**config.mk**
```make
export PLATFORM = sky130hd
export DESIGN_NAME = rtp_video_depacketizer
export DESIGN_NICKNAME = d
export VERILOG_FILES = /design/src/sv/rvd_pkg.sv /design/src/sv/rvd_lhdr_ram.sv /design/src/sv/rvd_geom.sv /design/src/sv/rtp_video_depacketizer.sv
export SDC_FILE = /design/constraint.sdc
export NUM_CORES = 2
export LEC_CHECK = 0
export BUFFER_PORTS_ARGS = -buffer_cell sky130_fd_sc_hd__buf_2
export CAP_MARGIN = 20
export CORE_MARGIN = 2
export CORE_UTILIZATION = 60
export CTS_CLUSTER_DIAMETER = 30
export DETAILED_ROUTE_END_ITERATION = 8
export PLACE_DENSITY = 0.82
export REMOVE_ABC_BUFFERS = 1
export SETUP_SLACK_MARGIN = 0.1
export SYNTH_ARGS = -nofsm -noshare
export SYNTH_HDL_FRONTEND = slang
export SYNTH_HIERARCHICAL = 1
export SYNTH_SLANG_ARGS = --single-unit
```
**constraint.sdc**
```tcl
create_clock -name i_clk -period 23.9 [get_ports i_clk]
set_input_delay 2.39 -clock i_clk [delete_from_list [all_inputs] [get_ports i_clk]]
set_output_delay 2.39 -clock i_clk [all_outputs]
set_load 0.005 [all_outputs]
```
**src/sv/rvd_pkg.sv**
```systemverilog
// ----------------------------------------------------------------------------
// rvd_pkg
// Shared types, codes and constants of the RTP video depacketizer.
// ----------------------------------------------------------------------------
`default_nettype none

package rvd_pkg;

    localparam int MAX_LINE_HEADERS_DEF = 8;
    localparam int MAX_PACKET_BYTES_DEF = 2047;

    localparam int RTP_HDR_LEN  = 12;
    localparam int LINES_AT     = 14;
    localparam int LHDR_BYTES   = 6;

    localparam logic [27:0] FRAME_CAP = 28'h8000000;

    // configuration register indexes
    localparam logic [1:0] CFG_EXTRACT = 2'd0;
    localparam logic [1:0] CFG_WIDTH   = 2'd1;
    localparam logic [1:0] CFG_HEIGHT  = 2'd2;
    localparam logic [1:0] CFG_PIXEL   = 2'd3;

    // result kinds
    localparam logic [1:0] KIND_DATA   = 2'd0;
    localparam logic [1:0] KIND_FILL   = 2'd1;
    localparam logic [1:0] KIND_STATUS = 2'd2;

    // packet error codes
    localparam logic [2:0] ERR_OK       = 3'd0;
    localparam logic [2:0] ERR_SHORT    = 3'd1;
    localparam logic [2:0] ERR_HDR_SCAN = 3'd2;
    localparam logic [2:0] ERR_PAYLOAD  = 3'd3;
    localparam logic [2:0] ERR_ALIGN    = 3'd4;
    localparam logic [2:0] ERR_OFFSET   = 3'd5;

    typedef enum logic [2:0] {
        PH_IDLE,
        PH_HDR,
        PH_EXT,
        PH_LHDR,
        PH_DATA,
        PH_DONE
    } t_phase;

    typedef enum logic [2:0] {
        SQ_IDLE,
        SQ_LINE_RD,
        SQ_LINE_MUL1,
        SQ_LINE_MUL2,
        SQ_LINE_EVAL,
        SQ_STATUS,
        SQ_FLUSH
    } t_seq;

    // decoded line header as kept in the header memory
    typedef struct packed {
        logic [15:0] length;
        logic [14:0] row;
        logic [14:0] offset;
        logic        cont;
    } t_lhdr;

    typedef struct packed {
        logic        first_packet;
        logic [6:0]  payload_type;
        logic        marker_missing;
        logic        timestamp_wrapped;
        logic [31:0] received_total;
        logic [31:0] dropped_total;
        logic [2:0]  packet_error;
        logic        new_frame;
        logic [27:0] fill_length;
        logic [7:0]  data_byte;
        logic [1:0]  kind;
    } t_result;

endpackage

`default_nettype wire

```
**src/sv/rvd_lhdr_ram.sv**
```systemverilog
// ----------------------------------------------------------------------------
// rvd_lhdr_ram
// Line header memory: one write port, one read port, registered read data.
// ----------------------------------------------------------------------------
`default_nettype none

module rvd_lhdr_ram
    import rvd_pkg::*;
#(
    parameter int DEPTH = MAX_LINE_HEADERS_DEF,
    parameter int AW    = (DEPTH > 1) ? $clog2(DEPTH) : 1
) (
    input  wire logic          i_clk,
    input  wire logic          i_wr_en,
    input  wire logic [AW-1:0] i_wr_addr,
    input  wire t_lhdr         i_wr_data,
    input  wire logic          i_rd_en,
    input  wire logic [AW-1:0] i_rd_addr,
    output t_lhdr              o_rd_data
);

    t_lhdr r_mem [DEPTH];
    t_lhdr r_rd_data;

    always_ff @(posedge i_clk) begin
        if (i_wr_en) begin
            r_mem[i_wr_addr] <= i_wr_data;
        end
    end

    always_ff @(posedge i_clk) begin
        if (i_rd_en) begin
            r_rd_data <= r_mem[i_rd_addr];
        end
    end

    assign o_rd_data = r_rd_data;

endmodule

`default_nettype wire

```
**src/sv/rvd_geom.sv**
```systemverilog
// ----------------------------------------------------------------------------
// rvd_geom
// Frame geometry: registered frame size and two-stage line offset product.
// ----------------------------------------------------------------------------
`default_nettype none

module rvd_geom
    import rvd_pkg::*;
(
    input  wire logic        i_clk,
    input  wire logic [12:0] i_frame_width,
    input  wire logic [12:0] i_frame_height,
    input  wire logic [3:0]  i_pixel_bytes,
    input  wire logic [14:0] i_row,
    input  wire logic [14:0] i_offset,
    output logic [27:0]      o_frame_size,
    output logic [32:0]      o_frame_offset
);

    logic [25:0] r_wh;
    logic [27:0] r_fs;
    logic [28:0] r_ro;
    logic [32:0] r_fo;
    logic [29:0] fs_full;

    assign fs_full = 30'(r_wh) * 30'(i_pixel_bytes);

    always_ff @(posedge i_clk) begin
        r_wh <= 26'(i_frame_width) * 26'(i_frame_height);
        r_fs <= (fs_full > 30'(FRAME_CAP)) ? FRAME_CAP : fs_full[27:0];
        r_ro <= 29'(i_row) * 29'(i_frame_width) + 29'(i_offset);
        r_fo <= 33'(r_ro) * 33'(i_pixel_bytes);
    end

    assign o_frame_size   = r_fs;
    assign o_frame_offset = r_fo;

endmodule

`default_nettype wire

```
**src/sv/rtp_video_depacketizer.sv**
```systemverilog
// ----------------------------------------------------------------------------
// rtp_video_depacketizer
// RTP receive monitor with RFC 4175 uncompressed video depacketizing.
// ----------------------------------------------------------------------------
// Flow: a byte's first result passes the held-result register, then the
//   output register; the input is not ready again until the byte is done.
// Each line header walked at a line end adds a memory read plus two
//   multiplier stages before its evaluation, and status adds its own step.
// Reset: i_rst_n synchronous, active low; counters and flags clear, the
//   block waits for the first frame edge; header memory is not cleared.
`default_nettype none

module rtp_video_depacketizer
    import rvd_pkg::*;
#(
    parameter int MAX_LINE_HEADERS = MAX_LINE_HEADERS_DEF,
    parameter int MAX_PACKET_BYTES = MAX_PACKET_BYTES_DEF
) (
    input  wire logic         i_clk,
    input  wire logic         i_rst_n,
    // slave: tdata = pkt_byte[7:0], packet_length[18:8]; tuser = first_byte
    input  wire logic         i_s_tvalid,
    output logic              o_s_tready,
    input  wire logic [23:0]  i_s_tdata,
    input  wire logic         i_s_tuser,
    input  wire logic         i_s_tlast,
    // master: tdata = data_byte, fill_length, new_frame, packet_error,
    // dropped_total, received_total, timestamp_wrapped, marker_missing,
    // payload_type, first_packet, zero pad; tuser = kind
    output logic              o_m_tvalid,
    input  wire logic         i_m_tready,
    output logic [119:0]      o_m_tdata,
    output logic [1:0]        o_m_tuser,
    output logic              o_m_tlast,
    // configuration write
    input  wire logic         i_cfg_valid,
    output logic              o_cfg_ready,
    input  wire logic [1:0]   i_cfg_index,
    input  wire logic [12:0]  i_cfg_data
);

    localparam int LW = $clog2(MAX_PACKET_BYTES + 1);
    localparam int CW = $clog2(MAX_LINE_HEADERS + 1);
    localparam int AW = (MAX_LINE_HEADERS > 1) ? $clog2(MAX_LINE_HEADERS) : 1;

    // configuration
    logic        r_en;
    logic [12:0] r_fw, r_fh;
    logic [3:0]  r_pb;

    // control and packet state
    t_seq          r_state, n_state;
    t_phase        r_phase, n_phase;
    logic [15:0]   r_prev_seq, n_prev_seq;
    logic [31:0]   r_prev_ts, n_prev_ts;
    logic          r_prev_mark, n_prev_mark;
    logic          r_type_seen, n_type_seen;
    logic [31:0]   r_drop, n_drop;
    logic [31:0]   r_pcnt, n_pcnt;
    logic [31:0]   r_frame_ts, n_frame_ts;
    logic          r_await, n_await;
    logic [27:0]   r_wpos, n_wpos;
    logic [LW-1:0] r_bidx, n_bidx;
    logic [LW-1:0] r_plen, n_plen;
    logic [LW-1:0] r_next, n_next;
    logic [47:0]   r_hshift, n_hshift;
    logic [CW-1:0] r_hcnt, n_hcnt;
    logic [CW-1:0] r_cursor, n_cursor;
    logic [15:0]   r_lrem, n_lrem;
    logic [2:0]    r_sub, n_sub;
    logic [2:0]    r_err, n_err;
    logic [7:0]    r_mtype, n_mtype;
    logic          r_hdone, n_hdone;
    logic          r_wrap, n_wrap;
    logic          r_miss, n_miss;
    logic          r_first, n_first;
    logic          r_fpend, n_fpend;
    logic          r_lastb, n_lastb;

    // result staging: one held result, then the output register
    t_result r_pend, n_pend;
    logic    r_pv, n_pv;
    t_result r_out;
    logic    r_ov;
    logic    push, flush;

    // memory and geometry
    logic          wr_en, rd_en;
    logic [AW-1:0] wr_addr;
    t_lhdr         wr_data, rd_data;
    logic [27:0]   fs;
    logic [32:0]   fo;

    logic          s_acc, can_emit, blocked;
    logic [7:0]    in_byte;
    logic [10:0]   in_len;

    assign s_acc    = i_s_tvalid && o_s_tready;
    assign can_emit = !r_ov || i_m_tready;
    assign blocked  = r_pv && !can_emit;
    assign in_byte  = i_s_tdata[7:0];
    assign in_len   = i_s_tdata[18:8];

    assign o_s_tready  = (r_state == SQ_IDLE);
    assign o_cfg_ready = 1'b1;

    always_ff @(posedge i_clk) begin
        if (!i_rst_n) begin
            r_en <= 1'b0;
            r_fw <= 13'd1920;
            r_fh <= 13'd1080;
            r_pb <= 4'd2;
        end else if (i_cfg_valid) begin
            case (i_cfg_index)
                CFG_EXTRACT: r_en <= i_cfg_data[0];
                CFG_WIDTH:   r_fw <= i_cfg_data;
                CFG_HEIGHT:  r_fh <= i_cfg_data;
                CFG_PIXEL:   r_pb <= i_cfg_data[3:0];
                default:     r_en <= r_en;
            endcase
        end
    end

    rvd_lhdr_ram #(
        .DEPTH (MAX_LINE_HEADERS),
        .AW    (AW)
    ) u_ram (
        .i_clk     (i_clk),
        .i_wr_en   (wr_en),
        .i_wr_addr (wr_addr),
        .i_wr_data (wr_data),
        .i_rd_en   (rd_en),
        .i_rd_addr (r_cursor[AW-1:0]),
        .o_rd_data (rd_data)
    );

    rvd_geom u_geom (
        .i_clk          (i_clk),
        .i_frame_width  (r_fw),
        .i_frame_height (r_fh),
        .i_pixel_bytes  (r_pb),
        .i_row          (rd_data.row),
        .i_offset       (rd_data.offset),
        .o_frame_size   (fs),
        .o_frame_offset (fo)
    );

    always_comb begin
        logic [15:0] seq;
        logic [31:0] ts;
        logic [15:0] diff;
        logic [47:0] s;
        logic [15:0] rem;
        logic [15:0] lenc;
        logic        go_lines;
        logic        fill_need;
        t_result     g;

        n_state = r_state;   n_phase = r_phase;
        n_prev_seq = r_prev_seq; n_prev_ts = r_prev_ts; n_prev_mark = r_prev_mark;
        n_type_seen = r_type_seen; n_drop = r_drop; n_pcnt = r_pcnt;
        n_frame_ts = r_frame_ts; n_await = r_await; n_wpos = r_wpos;
        n_bidx = r_bidx; n_plen = r_plen; n_next = r_next; n_hshift = r_hshift;
        n_hcnt = r_hcnt; n_cursor = r_cursor; n_lrem = r_lrem; n_sub = r_sub;
        n_err = r_err; n_mtype = r_mtype; n_hdone = r_hdone; n_wrap = r_wrap;
        n_miss = r_miss; n_first = r_first; n_fpend = r_fpend; n_lastb = r_lastb;
        n_pend = r_pend; n_pv = r_pv;
        push = 1'b0; flush = 1'b0;
        wr_en = 1'b0; wr_addr = r_hcnt[AW-1:0]; wr_data = '0; rd_en = 1'b0;
        seq = '0; ts = '0; diff = '0; s = '0; rem = '0; lenc = '0;
        go_lines = 1'b0; fill_need = 1'b0; g = '0;

        case (r_state)
            SQ_IDLE: begin
                if (s_acc) begin
                    n_lastb = i_s_tlast;
                    if (i_s_tuser) begin
                        n_phase = PH_HDR;
                        n_bidx = '0;
                        n_plen = (32'(in_len) > 32'(MAX_PACKET_BYTES)) ?
                                 LW'(MAX_PACKET_BYTES) : LW'(in_len);
                        n_err = ERR_OK; n_mtype = '0; n_hdone = 1'b0;
                        n_wrap = 1'b0; n_miss = 1'b0; n_first = 1'b0;
                        n_hshift = '0; n_hcnt = '0; n_cursor = '0; n_lrem = '0;
                    end
                    if (n_phase != PH_IDLE) begin
                        if (32'(n_plen) >= 32'(RTP_HDR_LEN) && n_bidx < n_plen) begin
                            case (n_phase)
                                PH_HDR: begin
                                    if (32'(n_bidx) == 32'd1) begin
                                        n_mtype = in_byte;
                                    end else if (32'(n_bidx) >= 32'd2 &&
                                                 32'(n_bidx) <= 32'd7) begin
                                        n_hshift = {n_hshift[39:0], in_byte};
                                    end else if (32'(n_bidx) == 32'(RTP_HDR_LEN - 1)) begin
                                        seq  = n_hshift[47:32];
                                        ts   = n_hshift[31:0];
                                        diff = seq - r_prev_seq - 16'd1;
                                        n_hdone = 1'b1;
                                        if (r_prev_seq != '0 && diff != '0) begin
                                            n_drop = r_drop + 32'(diff);
                                        end
                                        n_prev_seq = (seq == 16'hFFFF) ? 16'd0 : seq;
                                        if (r_prev_ts != '0) begin
                                            n_wrap = ts < r_prev_ts;
                                            n_miss = (ts != r_prev_ts) && !r_prev_mark;
                                        end
                                        n_prev_ts   = ts;
                                        n_prev_mark = n_mtype[7];
                                        n_first     = !r_type_seen;
                                        n_type_seen = 1'b1;
                                        n_pcnt      = r_pcnt + 32'd1;
                                        if (r_en) begin
                                            if (r_frame_ts != '0 && r_frame_ts != ts) begin
                                                if (r_await) begin
                                                    n_await = 1'b0;
                                                end else begin
                                                    // close the old frame
                                                    if (r_wpos < fs) begin
                                                        g.kind = KIND_FILL;
                                                        g.fill_length = fs - r_wpos;
                                                        g.new_frame = r_fpend;
                                                        n_pend = g;
                                                        n_pv = 1'b1;
                                                    end
                                                    n_wpos = '0;
                                                end
                                                n_fpend = 1'b1;
                                            end
                                            n_frame_ts = ts;
                                            if (n_await) begin
                                                n_phase = PH_DONE;
                                            end else if (32'(n_plen) <
                                                         32'(LINES_AT + LHDR_BYTES)) begin
                                                n_err = ERR_HDR_SCAN;
                                                n_phase = PH_DONE;
                                            end else begin
                                                n_phase = PH_EXT;
                                            end
                                        end else begin
                                            n_phase = PH_DONE;
                                        end
                                    end
                                end
                                PH_EXT: begin
                                    if (32'(n_bidx) == 32'(LINES_AT - 1)) begin
                                        n_phase = PH_LHDR;
                                        n_hshift = '0;
                                        n_sub = '0;
                                    end
                                end
                                PH_LHDR: begin
                                    s = {n_hshift[39:0], in_byte};
                                    n_hshift = s;
                                    n_sub = (r_sub == 3'(LHDR_BYTES - 1)) ? 3'd0 :
                                            r_sub + 3'd1;
                                    if (r_sub == 3'(LHDR_BYTES - 1) &&
                                        r_hcnt < CW'(MAX_LINE_HEADERS)) begin
                                        wr_en = 1'b1;
                                        wr_data.length = s[47:32];
                                        wr_data.row    = s[30:16];
                                        wr_data.offset = s[14:0];
                                        wr_data.cont   = s[15];
                                        n_hcnt = r_hcnt + CW'(1);
                                        if (s[15]) begin
                                            if (n_hcnt >= CW'(MAX_LINE_HEADERS) ||
                                                32'(n_plen) < 32'(n_bidx) + 32'd7) begin
                                                n_err = ERR_HDR_SCAN;
                                                n_phase = PH_DONE;
                                            end
                                        end else begin
                                            n_cursor = '0;
                                            n_next = n_bidx + LW'(1);
                                            go_lines = 1'b1;
                                        end
                                    end
                                end
                                PH_DATA: begin
                                    g.kind = KIND_DATA;
                                    g.data_byte = in_byte;
                                    g.new_frame = r_fpend;
                                    n_pend = g;
                                    n_pv = 1'b1;
                                    n_fpend = 1'b0;
                                    n_wpos = r_wpos + 28'd1;
                                    n_lrem = r_lrem - 16'd1;
                                    if (n_lrem == '0) begin
                                        n_cursor = r_cursor + CW'(1);
                                        n_next = n_bidx + LW'(1);
                                        go_lines = 1'b1;
                                    end
                                end
                                default: n_phase = n_phase;
                            endcase
                        end
                        if (32'(n_bidx) < 32'(MAX_PACKET_BYTES)) begin
                            n_bidx = n_bidx + LW'(1);
                        end
                        if (go_lines) begin
                            n_state = SQ_LINE_RD;
                        end else if (i_s_tlast) begin
                            n_state = SQ_STATUS;
                        end else if (n_pv) begin
                            n_state = SQ_FLUSH;
                        end
                    end
                end
            end
            SQ_LINE_RD: begin
                if (r_cursor >= r_hcnt) begin
                    n_phase = PH_DONE;
                    n_state = r_lastb ? SQ_STATUS : SQ_FLUSH;
                end else begin
                    rd_en = 1'b1;
                    n_state = SQ_LINE_MUL1;
                end
            end
            SQ_LINE_MUL1: n_state = SQ_LINE_MUL2;
            SQ_LINE_MUL2: n_state = SQ_LINE_EVAL;
            SQ_LINE_EVAL: begin
                rem = 16'(32'(r_plen) - 32'(r_next));
                if (32'(r_plen) < 32'(r_next) + 32'd4) begin
                    n_err = ERR_PAYLOAD;
                    n_phase = PH_DONE;
                    n_state = r_lastb ? SQ_STATUS : SQ_FLUSH;
                end else if (rd_data.length[1:0] != 2'd0) begin
                    n_err = ERR_ALIGN;
                    n_phase = PH_DONE;
                    n_state = r_lastb ? SQ_STATUS : SQ_FLUSH;
                end else if (fo > 33'(fs)) begin
                    n_err = ERR_OFFSET;
                    n_phase = PH_DONE;
                    n_state = r_lastb ? SQ_STATUS : SQ_FLUSH;
                end else begin
                    lenc = (rd_data.length > rem) ? rem : rd_data.length;
                    fill_need = fo > 33'(r_wpos);
                    if (!(fill_need && blocked)) begin
                        if (fill_need) begin
                            g.kind = KIND_FILL;
                            g.fill_length = fo[27:0] - r_wpos;
                            g.new_frame = r_fpend;
                            n_fpend = 1'b0;
                            n_pend = g;
                            n_pv = 1'b1;
                            push = r_pv;
                        end
                        n_wpos = fo[27:0];
                        if (lenc != '0) begin
                            n_lrem = lenc;
                            n_phase = PH_DATA;
                            n_state = r_lastb ? SQ_STATUS : SQ_FLUSH;
                        end else begin
                            n_cursor = r_cursor + CW'(1);
                            n_state = SQ_LINE_RD;
                        end
                    end
                end
            end
            SQ_STATUS: begin
                if (!blocked) begin
                    g.kind = KIND_STATUS;
                    g.packet_error = r_err;
                    if (r_err == ERR_OK) begin
                        if (!r_hdone) begin
                            g.packet_error = ERR_SHORT;
                        end else if (r_phase == PH_EXT || r_phase == PH_LHDR) begin
                            g.packet_error = ERR_HDR_SCAN;
                        end else if (r_phase == PH_DATA) begin
                            g.packet_error = ERR_PAYLOAD;
                        end
                    end
                    g.dropped_total  = r_drop;
                    g.received_total = r_pcnt;
                    if (r_hdone) begin
                        g.timestamp_wrapped = r_wrap;
                        g.marker_missing    = r_miss;
                        g.payload_type      = r_mtype[6:0];
                        g.first_packet      = r_first;
                    end
                    n_pend = g;
                    n_pv = 1'b1;
                    push = r_pv;
                    n_phase = PH_IDLE;
                    n_state = SQ_FLUSH;
                end
            end
            SQ_FLUSH: begin
                flush = 1'b1;
                if (!blocked) begin
                    push = r_pv;
                    n_pv = 1'b0;
                    n_state = SQ_IDLE;
                end
            end
            default: n_state = SQ_IDLE;
        endcase
    end

    always_ff @(posedge i_clk) begin
        if (!i_rst_n) begin
            r_state <= SQ_IDLE;   r_phase <= PH_IDLE;
            r_prev_seq <= '0; r_prev_ts <= '0; r_prev_mark <= 1'b0;
            r_type_seen <= 1'b0; r_drop <= '0; r_pcnt <= '0; r_frame_ts <= '0;
            r_await <= 1'b1; r_wpos <= '0; r_bidx <= '0; r_plen <= '0;
            r_next <= '0; r_hshift <= '0; r_hcnt <= '0; r_cursor <= '0;
            r_lrem <= '0; r_sub <= '0; r_err <= ERR_OK; r_mtype <= '0;
            r_hdone <= 1'b0; r_wrap <= 1'b0; r_miss <= 1'b0; r_first <= 1'b0;
            r_fpend <= 1'b0; r_lastb <= 1'b0; r_pv <= 1'b0; r_ov <= 1'b0;
        end else begin
            r_state <= n_state;   r_phase <= n_phase;
            r_prev_seq <= n_prev_seq; r_prev_ts <= n_prev_ts;
            r_prev_mark <= n_prev_mark; r_type_seen <= n_type_seen;
            r_drop <= n_drop; r_pcnt <= n_pcnt; r_frame_ts <= n_frame_ts;
            r_await <= n_await; r_wpos <= n_wpos; r_bidx <= n_bidx;
            r_plen <= n_plen; r_next <= n_next; r_hshift <= n_hshift;
            r_hcnt <= n_hcnt; r_cursor <= n_cursor; r_lrem <= n_lrem;
            r_sub <= n_sub; r_err <= n_err; r_mtype <= n_mtype;
            r_hdone <= n_hdone; r_wrap <= n_wrap; r_miss <= n_miss;
            r_first <= n_first; r_fpend <= n_fpend; r_lastb <= n_lastb;
            r_pv <= n_pv;
            if (push) begin
                r_ov <= 1'b1;
            end else if (i_m_tready) begin
                r_ov <= 1'b0;
            end
        end
    end

    // payload registers: the held result and the output beat
    always_ff @(posedge i_clk) begin
        r_pend <= n_pend;
        if (push) begin
            r_out <= r_pend;
        end
    end

    logic r_out_last;
    always_ff @(posedge i_clk) begin
        if (!i_rst_n) begin
            r_out_last <= 1'b0;
        end else if (push) begin
            r_out_last <= flush;
        end
    end

    assign o_m_tvalid = r_ov;
    assign o_m_tuser  = r_out.kind;
    assign o_m_tlast  = r_out_last;
    assign o_m_tdata  = {6'b0, r_out.first_packet, r_out.payload_type,
                         r_out.marker_missing, r_out.timestamp_wrapped,
                         r_out.received_total, r_out.dropped_total,
                         r_out.packet_error, r_out.new_frame,
                         r_out.fill_length, r_out.data_byte};

endmodule

`default_nettype wire

```
### After elaboration in Yosys (flattened, before gate mapping)

Memory sizes are Yosys's and may differ from the RTL's. A register that Yosys moved wholly into a read port is not among the register bits.
Index checks and enable logic that the tools add are counted.
Widths: inputs -> output; s select.

| storage, ports and cells | value |
|---|---|
| flip-flop bits (word level) | 688 |
| bits in latches | 0 |
| RAM bits | 376 |
| memory bits (read-only) | 0 |
| input bits | 46 |
| word-level logic and storage cells | 473 |
| memories kept | 1 |

| operators by class | value |
|---|---|
| add/sub/neg operators | 16 |
| multipliers | 4 |
| div/mod/pow operators | 0 |
| order comparisons | 17 |
| equal/unequal tests | 52 |
| shifts and indexed selects | 0 |
| multiplexer cells | 267 |
| bitwise gates (word level) | 2 |
| reductions and logical operators | 54 |

Memories:

| memory | depth | width | read ports | clocked after memory_dff | write ports | RTL line | source |
|---|---|---|---|---|---|---|---|
| u_ram.r_mem | 8 | 47 | 1 | 1 | 1 | rvd_lhdr_ram.sv:22 | `t_lhdr r_mem [DEPTH];` |

Operators with widths:

| cell | number |
|---|---|
| $mux 116 | 16 |
| $mux 48 | 8 |
| $mux 28 | 13 |
| $pmux 116 s3 | 1 |
| $mux 47 | 6 |
| $pmux 116 s2 | 1 |
| $mux 16 | 12 |
| $mux 3 | 57 |
| $pmux 48 s3 | 1 |
| $mux 11 | 11 |
| $pmux 28 s2 | 2 |
| $mux 1 | 99 |
| $mux 4 | 17 |
| $gt 33x28->1 | 2 |
| $ne 32x32->1 | 2 |
| $reduce_bool 32->1 | 2 |
| $sub 28x28->28 | 2 |
| $reduce_bool 16->1 | 3 |
| $mux 8 | 5 |
| $mul 29x4->33 | 1 |
| $add 32x1->32 const B | 1 |
| $add 32x16->32 | 1 |
| $lt 32x32->1 | 1 |
| $pmux 16 s2 | 1 |
| other kinds (70) | 147 |

### Logic depth before layout (Yosys ltp)

| logic depth | value |
|---|---|
| word-level depth | 26 |
| mapped depth | 28 |
| gate-level depth less buffers | 24 |

### Hierarchy

Netlist, hierarchy kept.

By module, submodules not included:

| module | times used | cells an instance | area an instance (um^2) |
|---|---|---|---|
| rtp_video_depacketizer | 1 | 3690 | 32701.4 |
| rvd_geom | 1 | 2481 | 21618.2 |
| rvd_lhdr_ram | 1 | 603 | 15569.9 |

### Least setup slack after synthesis

OpenSTA, ideal clock, no wires.

| path | value |
|---|---|
| path type | input port to flip-flop |
| from | input port i_s_tuser |
| to | register r_pend[0] (netlist bit), enable pin |
| library setup time | 0.875 ns |
| data arrival time | 16.742 ns |
| required time | 23.025 ns |
| path slack | 6.283 ns |
| cell stages on the path | 17 |
| path buffers | 7 |
| cell sequence | buf_2 > clkbuf_8 > clkbuf_1 > buf_2 > buf_2 > clkbuf_1 > buf_1 > mux2i_1 > ha_1 > a211o_1 > a21oi_1 > o211ai_1 > a21oi_1 > nand3_1 > a21oi_1 > a21oi_1 > nor4_1 |

| between the ends | value |
|---|---|
| longest elaborated chain between the ends | 7 |
| elaborated cells on any way between the ends | 36 |

Ends and longest elaborated chain:

| what | RTL line | source |
|---|---|---|
| start, declared | rtp_video_depacketizer.sv:25 | `input wire logic i_s_tuser,` |
| $mux 11 or $mux 48 (tied branches) | rtp_video_depacketizer.sv:177 | `if (i_s_tuser) begin` |
| $mux 11 or $mux 48 (tied branches) | rtp_video_depacketizer.sv:175 | `if (s_acc) begin` |
| $mux 11 or $mux 48 (tied branches) | rtp_video_depacketizer.sv:173 | `case (r_state)` |
| $ge 11x2->1 (tied with other cells) | rtp_video_depacketizer.sv:192 | `end else if (32'(n_bidx) >= 32'd2 &&` |
| $logic_and 1x1->1 (on tied branches) | rtp_video_depacketizer.sv:192, rtp_video_depacketizer.sv:187, rtp_video_depacketizer.sv:214 |  |
| $ne 3x3->1 (no line) or $ne 2x1->1 (tied branches) | -- |  |
| $reduce_and 18->1 (no line) (*) | -- |  |
| end signal, assigned | rtp_video_depacketizer.sv:431 | `r_pend <= n_pend;` |
| end, declared | rtp_video_depacketizer.sv:81 | `t_result r_pend, n_pend;` |

Mark *: on every way between the ends. The rest lies on a longest branch, timed or not. The select of a mux whose other input is x is not followed.
A chain may end at the register's enable or synchronous reset.

### Worst setup path in the final report

| path | value |
|---|---|
| from | input port i_s_tuser |
| to | memory u_ram/r_mem[4][22] (netlist bit), enable pin |

| between the ends | value |
|---|---|
| longest elaborated chain between the ends | 11 |
| elaborated cells on any way between the ends | 21 |

Ends and longest elaborated chain:

| what | RTL line | source |
|---|---|---|
| $mux 11 or $mux 3 (tied branches) | rtp_video_depacketizer.sv:177 |  |
| $mux 11 or $mux 3 (tied branches) | rtp_video_depacketizer.sv:175 |  |
| $mux 11 or $mux 3 (tied branches) | rtp_video_depacketizer.sv:173 |  |
| $ge 11x4->1 (tied with other cells) | rtp_video_depacketizer.sv:187 | `if (32'(n_plen) >= 32'(RTP_HDR_LEN) && n_bidx < n_plen) begin` |
| $logic_and 1x1->1 or $mux 1 (tied branches) | rtp_video_depacketizer.sv:187, rtp_video_depacketizer.sv:188 |  |
| $mux 1 | rtp_video_depacketizer.sv:187 |  |
| $mux 1 (*) | rtp_video_depacketizer.sv:186 | `if (n_phase != PH_IDLE) begin` |
| $mux 1 (*) | rtp_video_depacketizer.sv:175 |  |
| $mux 1 (*) | rtp_video_depacketizer.sv:173 |  |
| $mux 1 (*) | rvd_lhdr_ram.sv:26 | `if (i_wr_en) begin` |
| $mux 1 (implied by the code) (*) | rvd_lhdr_ram.sv:27 | `r_mem[i_wr_addr] <= i_wr_data;` |
| end, declared | rvd_lhdr_ram.sv:22 |  |

Marks and branches as above.

==> results.tsv <==
stage	metric	value	unit
run_status	outcome	complete, no violations	
timing	PnR worst setup slack	16.21	ns
clocking	htree depth	4	
die	I/O pin cnt	172	
timing	worst-margin pin slew	1.26	ns
die	initial core utilization	60.7	%
die	Core Area	0.115	mm2
timing	maximum clock rate	130	MHz
detailed_routing	DRT Pass-1 Iters	9	
clocking	clock transition at the registers of the reported paths	0.06	ns
timing	Final period util	32.2	%
yosys	Gate Count Post-Synth	6761	
timing	minimum clock period	7.69	ns
place	Final HPWL DP	119	mm
place	IO Port Bufs	159	
detailed_routing	remaining antenna violation count	0	
clocking	clk buf depth	3	
pwr	P_sw	0.00217	W
setup_path	Worst Setup Path Type	in2reg	
die	Die ar.	0.119	mm2
yosys	Mean Syn Cell Area	10.3	um2
die	Die Width	344	um
global_routing	first-pass GRT wire length	287	mm
pwr	Clk pwr share	42.7	%
pwr	Lkg Pwr	31.3	nW
clocking	post-CTS setup buffer count	0	
detailed_routing	DRC violations left	0	
setup_path	slowest stage delay, CP	0.76	ns
clocking	worst-skew pair later-pin latency	0.82	ns
clocking	CTS tree	done	
die	die height	344	um
clocking	# resized after CTS	0	
timing	Slew HR	15.8	%
finish	layout cells sized above 1	11.5	%
detailed_routing	drt total wl	183	mm
place	gpl congestion	0.963	
setup_path	Critical Path RT	24.31	ns
global_routing	vias in the first global route	53200	
detailed_routing	1st-iter DRT viols	5552	
place	setup slack after placement	15.60	ns
clocking	CTS Buf Count	195	
pwr	PD cells	86.2	mW/mm2
die	Row Count	124	
clocking	clock root cell	clkbuf_16	
hold_path	Hold Path Class	reg2reg	
detailed_routing	Vias	53100	
global_routing	initial antenna violation count	1	
timing	Final setup viols	0	
setup_path	slowest CP cell	inv_2	
detailed_routing	post-detailed-route wirelength per cell	21.3	um
global_routing	largest net degree at the start of global routing	224	
setup_path	Critical Path Start Type	input pin	
timing	Final Hold Fails	0	
yosys	synth warn	6	
detailed_routing	vias per std cell	6.20	
clocking	Clock Sinks	1102	
run	max-cap viol count	0	
pwr	Int Pwr	0.00460	W
timing	post-route setup TNS	0	ns
global_routing	Congestion Overflow GR	0	
setup_path	Crit. End Element	register	
setup_path	Crit path arrival time	8.10	ns
timing	Clock Skew	0.0707	ns
pwr	peak supply drop	0.0000743	V
setup_path	crit-path cells	buf_4 > buf_4 > mux2i_1 > ha_1 > a211o_1 > a21oi_1 > o211ai_1 > a21oi_1 > buf_4 > nand2_1 > or3_1 > inv_2 > nand2_1 > nor3_2 > buf_4	
timing	Max Slew Vio Count	0	
pwr	sw frac	32.0	%
finish	Layout fillers	7692	
clocking	Post-CTS Hold Buffers	0	
yosys	Synth Cell Area	0.0696	mm2
global_routing	GRT Overall Usage	30.7	%
setup_path	crit path max fanout	62	
finish	nets@finish	7757	
finish	Area growth, synth to finish	12.9	%
timing	RSZ-0062 raised after global routing	false	
setup_path	cell repeated most along the worst path	buf_4	
pwr	Sequential Power Share	34.5	%
pwr	combinational share of power	22.9	%
[cell usage in the layout (no fill, tap or decap), drive strengths merged, types with 187 or more instances in the layout]
cell type	instances
nand2	792
inv	717
edfxtp	646
ha	456
dfxtp	456
a21oi	399
fa	383
nor2	382
and2	327
clkbuf	228
buf	220
o21ai	211
xnor2	187
[critical path, delay by kind of cell]
kind,cells,cell delay (ns)
compound gates,4,0.77
fa+ha+maj,1,0.31
buf+inv,5,2.54
mux,1,0.42
simple gates,4,1.57
[power by group through the flow]
stage	combinational (W)	clock, W	sequential, W
2_1_floorplan	0.00110	0	0.00239
3_3_place_gp	0.00147	0	0.00236
5_1_grt	0.00171	0.00300	0.00234
3_5_place_dp	0.00151	0	0.00237
4_1_cts	0.00153	0.00291	0.00233
6_report	0.00155	0.00289	0.00233
[per-layer routing]
metal,global-route usage [%],part of all wire [%]
met5,0,0
met3,6.96,9.2
met4,15.0,4.7
met1,38.4,38
met2,50.2,48
[sequential cells by signal, summed over array words and instances (netlist names), 26 cells and up]
| register | flops |
|---|---|
| u_geom/r_ro | 29 |
| r_pcnt | 32 |
| r_hshift | 48 |
| u_ram/r_mem | 368 |
| r_prev_ts | 32 |
| u_geom/r_wh | 26 |
| r_wpos | 28 |
| o_m_tdata | 114 |
| u_ram/o_rd_data | 46 |
| r_frame_ts | 32 |
| u_geom/o_frame_size | 28 |
| r_drop | 32 |
| u_geom/o_frame_offset | 33 |
| r_pend | 116 |
[stage by stage]
stage / hold slack, ns / instances / util (%) / total power [W] / cell area [um2]
3_3_place_gp: 0.400 / 8187 / 62.4 / 0.00382 / 71500
6_report: 0.402 / 8559 / 68.5 / 0.00677 / 78500
4_1_cts: 0.408 / 8558 / 68.5 / 0.00677 / 78500
3_5_place_dp: 0.405 / 8187 / 62.4 / 0.00387 / 71500
2_1_floorplan: 0.400 / 6455 / - / 0.00349 / 68200
5_1_grt: 0.404 / 8559 / 68.5 / 0.00705 / 78500
[final timing paths]
check                            from            endpoint  slack (ns)  cells past startpoint
setup / recovery            i_s_tuser  u_ram/r_mem[4][22]       16.21                     15
hold / removal             r_pend[28]       o_m_tdata[26]        0.40                      0
setup reg to reg  u_ram/o_rd_data[23]     u_geom/r_ro[28]       16.78                     24
hold reg to reg            r_pend[28]       o_m_tdata[26]        0.40                      0
[final cells by class]
class / instances / area [um2] / share of cell area, %
clock inverters: 143 / 1830 / 2.32
multi-input cells: 4685 / 37300 / 47.5
flip-flops and latches: 1102 / 28500 / 36.3
diodes: 1 / 2.50 / 0.00319
repair buffers: 220 / 1270 / 1.62
well taps: 1512 / 1890 / 2.41
clock buffers: 228 / 5190 / 6.61
inverters: 668 / 2510 / 3.20
Note: power is estimated with default switching activity, not from simulation.
